===== config.mk =====
export PLATFORM = sky130hd
export DESIGN_NAME = vfo_div
export DESIGN_NICKNAME = d
export VERILOG_FILES = /design/src/rtl/vfo_div.sv
export SDC_FILE = /design/constraint.sdc
export NUM_CORES = 2
export LEC_CHECK = 0
export ABC_CLOCK_PERIOD_IN_PS = 4200
export BUFFER_PORTS_ARGS = -buffer_cell sky130_fd_sc_hd__buf_2
export CAP_MARGIN = 20
export CORE_MARGIN = 3
export CORE_UTILIZATION = 56
export DETAILED_ROUTE_END_ITERATION = 10
export HOLD_SLACK_MARGIN = 0.02
export PLACE_DENSITY = 0.72
export SETUP_SLACK_MARGIN = 0.2
export SKIP_CTS_REPAIR_TIMING = 1
export SYNTH_ARGS = -nofsm -noshare
export SYNTH_HDL_FRONTEND = slang
export SYNTH_SLANG_ARGS = --single-unit

===== constraint.sdc =====
create_clock -name clk -period 4.2 [get_ports clk]
set_input_delay 0.21 -clock clk [delete_from_list [all_inputs] [get_ports clk]]
set_output_delay 0.21 -clock clk [all_outputs]
set_load 0.03 [all_outputs]

===== src/rtl/vfo_div.sv =====
// Pipelined restoring divider, one quotient bit per stage, MSB first.
module vfo_div #(
  parameter int AW = 32,
  parameter int QW = 15
) (
  input  logic          clk,
  input  logic          en,
  input  logic [AW-1:0] num,
  input  logic [AW-1:0] den,
  output logic [QW-1:0] quo
);

  logic [AW-1:0] rem_q  [QW];
  logic [AW-1:0] den_q  [QW];
  logic [QW-1:0] quo_q  [QW];
  logic [AW-1:0] rem_in [QW];
  logic [AW-1:0] den_in [QW];
  logic [QW-1:0] quo_in [QW];
  logic [AW-1:0] rem_nx [QW];
  logic [QW-1:0] quo_nx [QW];

  // compare against the divisor shifted to this stage's bit
  always_comb begin
    logic [AW-1:0] sh;
    logic          take;
    for (int j = 0; j < QW; j++) begin
      if (j == 0) begin
        rem_in[j] = num;
        den_in[j] = den;
        quo_in[j] = '0;
      end else begin
        rem_in[j] = rem_q[j-1];
        den_in[j] = den_q[j-1];
        quo_in[j] = quo_q[j-1];
      end
      sh        = den_in[j] << (QW - 1 - j);
      take      = rem_in[j] >= sh;
      rem_nx[j] = take ? rem_in[j] - sh : rem_in[j];
      quo_nx[j] = {quo_in[j][QW-2:0], take};
    end
  end

  always_ff @(posedge clk) begin
    if (en) begin
      for (int j = 0; j < QW; j++) begin
        rem_q[j] <= rem_nx[j];
        den_q[j] <= den_in[j];
        quo_q[j] <= quo_nx[j];
      end
    end
  end

  assign quo = quo_q[QW-1];

endmodule


# After elaboration in Yosys (flattened, before gate mapping)
# Memory sizes are Yosys's and may differ from the RTL's.
# Index checks and enable logic that the tools add are counted.
# word_totals
elab_cells,50
out_inout_bits,15
romBits,0
ram_bits,1185
memories,3
regBits,0
latchBits,0
inputBits,66
# classes
bitwise,0
shifts,0
reduce_logical,0
n_mux,17
n_lt_le_gt_ge,15
add_sub_neg,15
multipliers,0
div,0
n_eq_ne,0
# memory_table
name,depth,word_bits,read_ports,rd_clocked_by_memory_dff,wr,line_no,rtl
den_q,15,32,14,0,15,14,logic [AW-1:0] den_q [QW];
rem_q,15,32,14,0,15,13,logic [AW-1:0] rem_q [QW];
quo_q,15,15,15,0,15,15,logic [QW-1:0] quo_q [QW];
# ops
cell,n
$ge A32 B32 Y1,15
$mux W32,15
$sub A32 B32 Y32,15
$mux W1,2

# Depth between registers and ports, before layout
# An unclocked memory read counts as a cell.
# logic_depth
word_depth,3
ltp_mapped,16
ltp_nobuf,14

# Worst setup path before layout
# OpenSTA, ideal clock, no wires.
# synth_path
path_type,flip-flop to flip-flop
start,"memory rem_q[7][6], in the netlist rem_q[0][230]"
end,"memory rem_q[8][28], in the netlist rem_q[1][28] (data pin)"
stages_incl_launch_ff,15
synth_period_minus_slack_ns,3.190
arrival_time_ns,2.930
slack_ns,1.010
n_path_buf,0
setup_time_ns,0.260
required_time_ns,3.940
cell_sequence,edfxtp_1 inv_1 ha_1 inv_1 fa_1 a21o_1 a221oi_2 a221oi_2 o41a_1 a31oi_2 nor2_1 nor2_2 o21ai_0 xnor2_1 mux2_4
# synth_rtl
element,line_no
from (decl),13

==> impl_results.md <==
- Total I/O pin count: 81
- Slew HR: 37.4%
- Routed wire length: 95,500 um
- First drt pass iteration count: 6
- Source of the worst hold timing path: den[31]
- Classification of the worst-slack hold path: input pin to register
- Most used flip-flop cell after synthesis: edfxtp_1
- Fraction of the mapped netlist area in compound gates: 13.8%
- Critical path class: register to register
- Simple-gate portion of the synthesized area: 7.82%
- VDD IR-drop max: 415 uV
- Core Area: 93,700 um2
- Cell count after placement: 5,717
- Period minus WS final: 3740 ps
- Final max-slew violation count: 0
- Weighted congestion reported at the end of routability-driven placement: 0.959
- Largest net degree at the start of global routing: 121
- Leading cell types in the layout, fill and taps excluded: 1,016 x edfxtp_1, 469 x inv_1, 378 x a21oi_1
- Nets@finish: 5,091
- Setup slack after placement: 469 ps
- Yosys cell types: 94
- Number of DRC markers in iteration 0: 2,236
- Cells after Synth: 4,429
- Pwr/cell area: 696 nW/um2
- Area overhead of the layout relative to synthesis: 11.8%
- Antenna fix cells: 0
- Biggest fanout along the worst timing path: 38
- Most common cell after layout, fill and taps aside: edfxtp_1
- Effective utilization at floorplan: 56.7%
- Adder and majority cell fraction of the synthesized area: 9.35%
- Synth warnings: 0
- Fraction of layout instances using a drive strength above 1: 9.38%
- Number of flops mapped to enable cells by yosys: 1,016
- Setup repair after global routing missed its margin: no
- Proportion of netlist area held by the largest area contributor: 57.4%
- Dominant combinational cell family by area after synthesis: compound AO/OA/AOI/OAI gates
- Total standard cell area after synthesis: 53,200 um2
- Synthesized Nets: 4,884
- Grt total ovfl: 0
- DRC: 0
- Count of H-tree levels built during CTS: 3
- Tcrit/Tclk final: 89.1%
- R2R setup slack: 460 ps
- Port-buffer cells: 80
- Number of antenna violations at the first check in global routing: 0
- Ys async rst share: 0%
- Num Clock Sinks: 1,016
- Ratio of routed vias to standard cells: 5.59
- RR Startpoint: rem_q[0][230]
- Signal arrival time at the worst endpoint: 4150 ps
- Measured slew at the worst slew-check pin: 938 ps
- Clock tree from TritonCTS: yes
- Sort of element at the start of the critical path: register
- Global routing usage summed across all routing layers: 19.1%
- Largest cells by area after synthesis: edfxtp_1 57%, ha_1 8.8%, a21oi_1 3.6%
- Seq/Total Area, Yosys: 57.4%
- Clock network latency to the later pin of the worst-skew pair: 690 ps
- Register bit count reported by yosys: 1,016
- Total vias in the final route: 33,400
- Antenna viol nets, final: 0
- Final setup viols: 0
- Post-CTS clock slew at the launch and capture registers of the worst setup and hold paths: 60 ps
- Mean Syn Cell Area: 12.0 um2
- Mux share of post-synthesis cell area: 2.97%
- Fin worst setup slack: 459 ps
- Xor/xnor cell area share of the yosys netlist: 4.66%
- Die height: 314 um
- Setup TNS Final: 0 ps
- Vias in the first global route: 33,700
- Total clock buffers created by CTS: 106
- Final std cells w/o fill: 5,978
- Bufs on Longest Clock Path: 3
- Detail Placement HPWL: 69,100 um
- Crit Reg-Reg Endpoint: rem_q[1][7]
- Kind of end point of the critical path: register
- Max-capacitance violation count: 0
- Leak pwr: 24.4 nW
- Worst setup startpoint: rem_q[0][230]
- Cell Rows: 112
- Die footprint: 98,700 um2
- Horizontal extent of the die: 314 um
- CTS root buf: clkbuf_16
- Count of final hold-check violations: 0
- Required time at the endpoint of the critical path: 4610 ps
- Fmax achieved: 267 MHz
- Cell depth of the worst hold path: 2
- Largest area contributor in the synthesized netlist: edfxtp_1
- Wire length of the first global-routing pass: 156,000 um
- Run status: completed
- Endpoint, Worst Hold: den_q[0][31]
- Worst reg2reg path depth: 14
- Clock skew after layout: 32.9 ps
- Routed len/inst: 16.0 um
synthesized netlist by cell type, drive strengths merged, types with 30 or more instances:
master     n
nand2b    42
a21o     191
nand2    289
o21bai    42
clkbuf    55
mux2     130
buf       32
xor2     119
o21a      43
nand4     49
ha       375
edfxtp  1016
o21ai    297
nor3      30
a21oi    385
nor2b     45
inv      470
nor2     240
nand3     52
a31oi     37
xnor2    164
how the worst max path moves through the flow:
stage | to | depth (start not counted)
after floorplan | rem_q[1][28] | 14
after global placement | rem_q[1][89] | 13
after detailed placement | rem_q[1][72] | 12
after CTS | rem_q[1][72] | 12
after global routing | rem_q[0][179] | 12
final | rem_q[1][7] | 14
metrics by stage:
step           instance area (um2)  total power, mW  utilization (%)  hold WS, ps
6_report                     59500             41.4             63.4          239
5_1_grt                      59500             44.3             63.4          212
4_1_cts                      58800             41.5             62.7         -358
3_5_place_dp                 55300             32.0             59.0          389
3_3_place_gp                 55300             31.5             59.0          389
2_1_floorplan                53200             28.3                -          309
logic make-up after synthesis:
family,after synthesis
fa+ha+maj,389
compound gates,1168
flops,1016
mux,139
xor+xnor,283
buf+inv,557
simple gates,877
state kept, by name (all words and copies together), names as in the netlist:
| signal | flops |
|---|---|
| quo_q | 120 |
| den_q | 448 |
| rem_q | 448 |
final cells by class:
cell class              instances  area (um2)
multi-input cells            2856       20600
clock buffers                 126        2730
repair buffers                186        1540
fillers                      6944       34300
inverters                     470        1760
clock inverters                70         768
flip-flops and latches       1016       30500
well taps                    1254        1570
power by group:
part	total (mW)	internal (mW)	leakage [nW]	switching, mW
logic	16.8	7.45	12.7	9.39
registers	15.3	14.2	9.95	1.07
clock network	9.25	5.40	1.70	3.86
worst max-delay path, stage by stage (launching register included):
cell	delay, ps
edfxtp_1	380
inv_1	80
ha_1	170
inv_1	60
fa_1	390
a21o_1	200
a221oi_2	440
a221oi_2	130
or2_1	260
o21ai_1	210
a21o_1	220
a211oi_1	90
o22a_1	300
buf_12	220
mux2_2	290
layer usage:
| layer | wire, um | global-route usage [%] | vias up |
|---|---|---|---|
| met5 | 0 | 0 | - |
| met4 | 4940 | 10.3 | 0 |
| met3 | 3120 | 2.57 | 314 |
| met2 | 51400 | 37.4 | 697 |
| met1 | 35900 | 19.5 | 15700 |
| li1 | - | - | 16700 |
Power figures use the tool's default switching activity.
