--- src/rtl/vfo_isqrt.sv ---
// Pipelined integer square root, one result bit per stage.
module vfo_isqrt #(
  parameter int XW = 32
) (
  input  logic            clk,
  input  logic            en,
  input  logic [XW-1:0]   x,
  output logic [XW/2-1:0] root
);

  localparam int NS = XW / 2;

  logic [XW-1:0] rem_q   [NS];
  logic [XW-1:0] root_q  [NS];
  logic [XW-1:0] rem_in  [NS];
  logic [XW-1:0] root_in [NS];
  logic [XW-1:0] rem_nx  [NS];
  logic [XW-1:0] root_nx [NS];

  // one trial subtract per stage, bit weight fixed by stage position
  always_comb begin
    logic [XW-1:0] bitv;
    logic [XW-1:0] trial;
    for (int k = 0; k < NS; k++) begin
      if (k == 0) begin
        rem_in[k]  = x;
        root_in[k] = '0;
      end else begin
        rem_in[k]  = rem_q[k-1];
        root_in[k] = root_q[k-1];
      end
      bitv  = {{(XW-1){1'b0}}, 1'b1} << (XW - 2 - 2 * k);
      trial = root_in[k] + bitv;
      if (rem_in[k] >= trial) begin
        rem_nx[k]  = rem_in[k] - trial;
        root_nx[k] = (root_in[k] >> 1) + bitv;
      end else begin
        rem_nx[k]  = rem_in[k];
        root_nx[k] = root_in[k] >> 1;
      end
    end
  end

  always_ff @(posedge clk) begin
    if (en) begin
      for (int k = 0; k < NS; k++) begin
        rem_q[k]  <= rem_nx[k];
        root_q[k] <= root_nx[k];
      end
    end
  end

  assign root = root_q[NS-1][XW/2-1:0];

endmodule

--- config.mk ---
export PLATFORM = sky130hd
export DESIGN_NAME = vfo_isqrt
export DESIGN_NICKNAME = d
export VERILOG_FILES = /design/src/rtl/vfo_isqrt.sv
export SDC_FILE = /design/constraint.sdc
export NUM_CORES = 1
export LEC_CHECK = 0
export BUFFER_PORTS_ARGS = -buffer_cell sky130_fd_sc_hd__buf_2
export CORE_MARGIN = 2
export CORE_UTILIZATION = 54
export CTS_BUF_LIST = sky130_fd_sc_hd__clkbuf_2 sky130_fd_sc_hd__clkbuf_4 sky130_fd_sc_hd__clkbuf_8
export CTS_CLUSTER_SIZE = 25
export DETAILED_ROUTE_END_ITERATION = 16
export PLACE_DENSITY = 0.73
export SLEW_MARGIN = 30
export SYNTH_ARGS = -nofsm -noshare
export SYNTH_HDL_FRONTEND = slang
export SYNTH_SLANG_ARGS = --single-unit
--- constraint.sdc ---
create_clock -name clk -period 6.59 [get_ports clk]
set_clock_uncertainty 0.1 [all_clocks]
set_input_delay 0.659 -clock clk [delete_from_list [all_inputs] [get_ports clk]]
set_output_delay 0.659 -clock clk [all_outputs]
set_load 0.03 [all_outputs]
Yosys cells after proc, flatten, opt, wreduce, memory -nomap -nowiden
Memories as Yosys holds them, arrays and structs flattened. Cells that the tools add are included.

Add/subtract/negate cells: 46. $lt $le $gt $ge: 16. Mux-type cells: 34.

Operators by type and width (number): $mux W32 (31); $ge A32 B32 Y1 (15); $sub A32 B32 Y32 (15); $add A31 B1 Y32 const B (1); $add A31 B11 Y32 const B (1); $add A31 B13 Y32 const B (1); $add A31 B15 Y32 const B (1); $add A31 B17 Y32 const B (1); $add A31 B19 Y32 const B (1); $add A31 B21 Y32 const B (1); $add A31 B23 Y32 const B (1); $add A31 B25 Y32 const B (1); $add A31 B27 Y32 const B (1); $add A31 B29 Y32 const B (1); $add A31 B3 Y32 const B (1); $add A31 B5 Y32 const B (1); $add A31 B7 Y32 const B (1); $add A31 B9 Y32 const B (1); $add A32 B1 Y32 const B (1); $add A32 B11 Y32 const B (1); $add A32 B13 Y32 const B (1); $add A32 B15 Y32 const B (1); $add A32 B17 Y32 const B (1); $add A32 B19 Y32 const B (1); 13 further kinds (14).

Bits in registers: 0. RAM bits: 1024. Bits of input ports: 34. Output and inout port bits: 16. Logic and storage cells: 98. Memories: 2.

Memories: rem_q (words 16, bits a word 32, rd ports 15, clocked after Yosys merged registers in 0, wr ports 16, line 13) `logic [XW-1:0] rem_q [NS];`; root_q (words 16, bits a word 32, rd ports 16, clocked after Yosys merged registers in 0, wr ports 16, line 14) `logic [XW-1:0] root_q [NS];`.

Logic depth before layout (Yosys ltp)
An unclocked memory read counts as a cell.

Word-level depth: 4. Mapped depth: 11. Gate-level depth less buffers: 10.

Worst setup path before layout
OpenSTA, ideal clock, no wires.

Path kind: flip-flop to flip-flop. From: memory rem_q[7][16] (netlist: rem_q[0][240]). To: memory rem_q[8][27] (netlist: rem_q[1][27]), data pin. Setup time: 0.258 ns. Arrival: 2.507 ns. Required time: 6.232 ns. Path slack: 3.726 ns. Cell stages (with the launch flop): 10. Path buffers: 1. Period minus slack after synthesis: 2.864 ns. Cells stage by stage: edfxtp_1 -> ha_1 -> nor2b_1 -> o31a_1 -> or4_1 -> a2111o_1 -> buf_6 -> and2b_1 -> and3_1 -> xor2_1.

RTL lines (line): start, declared (13).

==> impl_metrics.csv <==
group,metric,value,unit
run_status,status,"completed",
critical_path,timing.rr.end,"rem_q[1][59]",
detailed_routing,remaining_drc_errors,0,
critical_path,crit_family,"simple AND/OR/NAND/NOR gates",
critical_path,crit_top_cell,"nor4_1",
critical_path,critPathSlowestCell,"nor4_1",
clock_tree,postCtsSetupBuffers,0,
power,max-vdd-ir-drop,205,uV
power,pwr_density_cell,314,nW/um2
critical_path,end_kind,"flop",
timing,finalSetupViolations,0,
placement,dp.cells,2922,
power,switchingPower,2.71,mW
clock_tree,cts_resized,0,
power,p_leak,12.1,nW
logic_synthesis,ys_seq_area_frac,0.636,
timing,period_share,0.561,
timing,hold_viol_final,0,
die,die_w,236,um
critical_path,worstPathMaxFanout,20,
timing,max_freq,270,MHz
detailed_routing,vias,17600,
logic_synthesis,synth_area,29100,um2
critical_path,r2r_cells,8,
detailed_routing,wl_per_cell,17.5,um
clock_tree,holdBufCountCts,0,
power,internal_power,7.35,mW
logic_synthesis,synth_warnings,0,
logic_synthesis,synth_nets,2388,
logic_synthesis,yosysUniqueCellTypes,80,
placement,dp_hpwl,38.9,mm
die,io_pins,50,
logic_synthesis,synth_seq_cells,616,
timing,rsz0062_at_grt,"false",
timing,setup_tns,0,ns
die,rows,85,
critical_path,crit_chain,"ha_1, or4b_1, nor4_1, a31oi_1, and3_1, nand2b_1, nor4_1, xor2_1",
clock_tree,cts_buffer_depth,3,
clock_tree,clk_latency,0.68,ns
grt,grt_pass1_wl,87.3,mm
timing,period_needed,3.70,ns
power,p_total,10.1,mW
die,start_util,0.544,
clock_tree,cts_root_buf,"clkbuf_8",
logic_synthesis,syn_inst,2204,
timing,relSlewSlack,0.370,
die,die-area,55700,um2
grt,antenna_found_initial,1,
timing,holdWs,0.0795,ns
logic_synthesis,synth_edf_count,616,
critical_path,crit_path_start,"rem_q[1][14]",
final_layout,nNetsFinal,2511,
critical_path,cp_num_cells,8,
critical_path,worst-endpoint-arrival,3.97,ns
clock_tree,path_clk_slew,0.06,ns
final_layout,drive_gt1_frac,0.107,
clock_tree,cts_made_buffers,98,
timing,finalMaxSlewViolations,0,
critical_path,critPathLaunchType,"flop",
clock_tree,cts_max_level,3,
grt,grt_max_degree,205,
clock_tree,cts_tree,"done",
critical_path,r2r_setup_slack,2.89,ns
logic_synthesis,async_reset_ff_frac,0,
power,seq_power_share,0.524,
detailed_routing,wl,54.1,mm
critical_path,crit_end,"rem_q[1][59]",
power,switching_share,0.270,
die,core,53500,um2
detailed_routing,routed_via_density,5.69,
hold_path,holdCritPathClass,"in2reg",
grt,grt_pass1_vias,18200,
clock_tree,clock_sinks,616,
power,clockPowerShare,0.309,
critical_path,max_stage_delay,0.61,ns
placement,port_buffers,49,
detailed_routing,antenna_left,0,
grt,grt_overflow_total,0,
final_layout,instances_no_fill,3093,
detailed_routing,first_pass_iters,5,
final_layout,areaGrowthSynthToFinish,10.2,%
logic_synthesis,synth_ff_type,"edfxtp_1",
critical_path,cp.buffers_inverters,0,
logic_synthesis,avgSynthCellArea,13.2,um2
power,pwr-share-comb,0.166,
critical_path,critPathRequiredTime,6.86,ns
die,dieHeight,236,um
critical_path,r2r-start,"rem_q[1][14]",
run,cap_violations,0,
placement,place.gp.congestion,0.923,
detailed_routing,drt_iter0_drc,1090,
grt,track_usage,0.196,
critical_path,critical_path_class,"reg2reg",
timing,max_slew.worst_pin.slew,0.945,ns
==> worst min-delay path by stage <==
stage / startpoint / to / slack (ns) / cells past startpoint
finish: x[6] / rem_q[0][6] / 0.08 / 1
global route: x[3] / rem_q[0][3] / 0.02 / 1
CTS: x[14] / rem_q[0][14] / 0.01 / 1
detailed placement: rem_q[1][3] / rem_q[1][35] / 0.33 / 0
global placement: rem_q[1][2] / rem_q[1][34] / 0.32 / 0
floorplan: rem_q[1][71] / rem_q[1][103] / 0.32 / 0
==> cell usage after synthesis (6+ instances only) <==
master / count / area (um2)
ha_1: 150 / 1880
o21a_1: 32 / 240
a21oi_1: 110 / 551
nor2_1: 131 / 492
inv_1: 170 / 638
xor2_1: 96 / 841
a211oi_1: 15 / 113
or4_1: 17 / 128
nand3b_1: 10 / 75.1
o21ai_0: 101 / 505
buf_2: 21 / 105
nor2b_1: 21 / 131
nand2_1: 106 / 398
a21o_1: 32 / 240
o211ai_1: 11 / 82.6
nand4_1: 31 / 194
nor4b_1: 14 / 123
o22ai_1: 7 / 43.8
nor3_1: 60 / 300
edfxtp_1: 616 / 18500
a31oi_1: 10 / 62.6
mux2i_1: 7 / 70.1
xnor2_1: 99 / 867
and2_1: 8 / 50.1
or2_2: 6 / 37.5
nand3_1: 36 / 180
o31ai_1: 14 / 105
nor4_1: 62 / 388
and3_1: 14 / 87.6
or3_1: 22 / 138
nand2b_1: 33 / 206
clkbuf_1: 8 / 30.0
mux2_2: 26 / 293
==> stage by stage <==
stage                util  worst slack [ns]  cell area, um2
detailed placement  0.564              2.99           30200
floorplan               -              3.73           29100
global route        0.599              2.74           32100
finish              0.599              2.89           32100
global placement    0.563              2.97           30100
CTS                 0.599              2.93           32000
==> cell usage in the layout (no fill, tap or decap), types with 36 or more instances in the layout <==
cell type,count
nor3_1,60
buf_2,48
nor2_1,131
nor4_1,62
a21oi_1,110
clkbuf_8,99
o21ai_0,101
nand2_1,106
inv_1,170
xnor2_1,99
nand3_1,36
ha_1,150
edfxtp_1,616
xor2_1,96
==> kinds of logic after synthesis <==
family / count (synthesis) / synth area share
adder cells (fa/ha/maj): 150 / 0.0645
AND/OR/NAND/NOR: 610 / 0.114
AO/OA/AOI/OAI: 392 / 0.0854
multiplexers: 33 / 0.0125
flip-flops: 616 / 0.636
XOR/XNOR: 195 / 0.0587
buffers and inverters: 208 / 0.0288
==> layout make-up <==
cell class | count | area, um2
clock buffer | 120 | 1520
fill | 4016 | 21400
clock inverter | 49 | 350
tap | 696 | 871
inverter | 172 | 646
sequential | 616 | 18500
antenna | 1 | 2.50
timing repair buffer | 59 | 379
multi-input combinational | 1380 | 9790
==> layer usage <==
layer	track usage	routed length (um)	vias up
met5	0	0	-
met4	0.0992	2380	0
met3	0.0362	1880	157
met2	0.393	30600	408
met1	0.187	19200	8483
li1	-	-	8556
==> state kept, by name, indices dropped and copies added, names as in the netlist <==
| name | count |
|---|---|
| rem_q | 480 |
| root_q | 136 |
==> power groups by stage <==
stage          combinational (mW)  clock (mW)  sequential [mW]
2_1_floorplan                1.26           0             5.22
3_3_place_gp                 1.59           0             5.33
3_5_place_dp                 1.66           0             5.35
4_1_cts                      1.67        3.20             5.27
5_1_grt                      1.87        3.37             5.33
6_report                     1.68        3.11             5.28
Power figures use the tool's default switching activity.
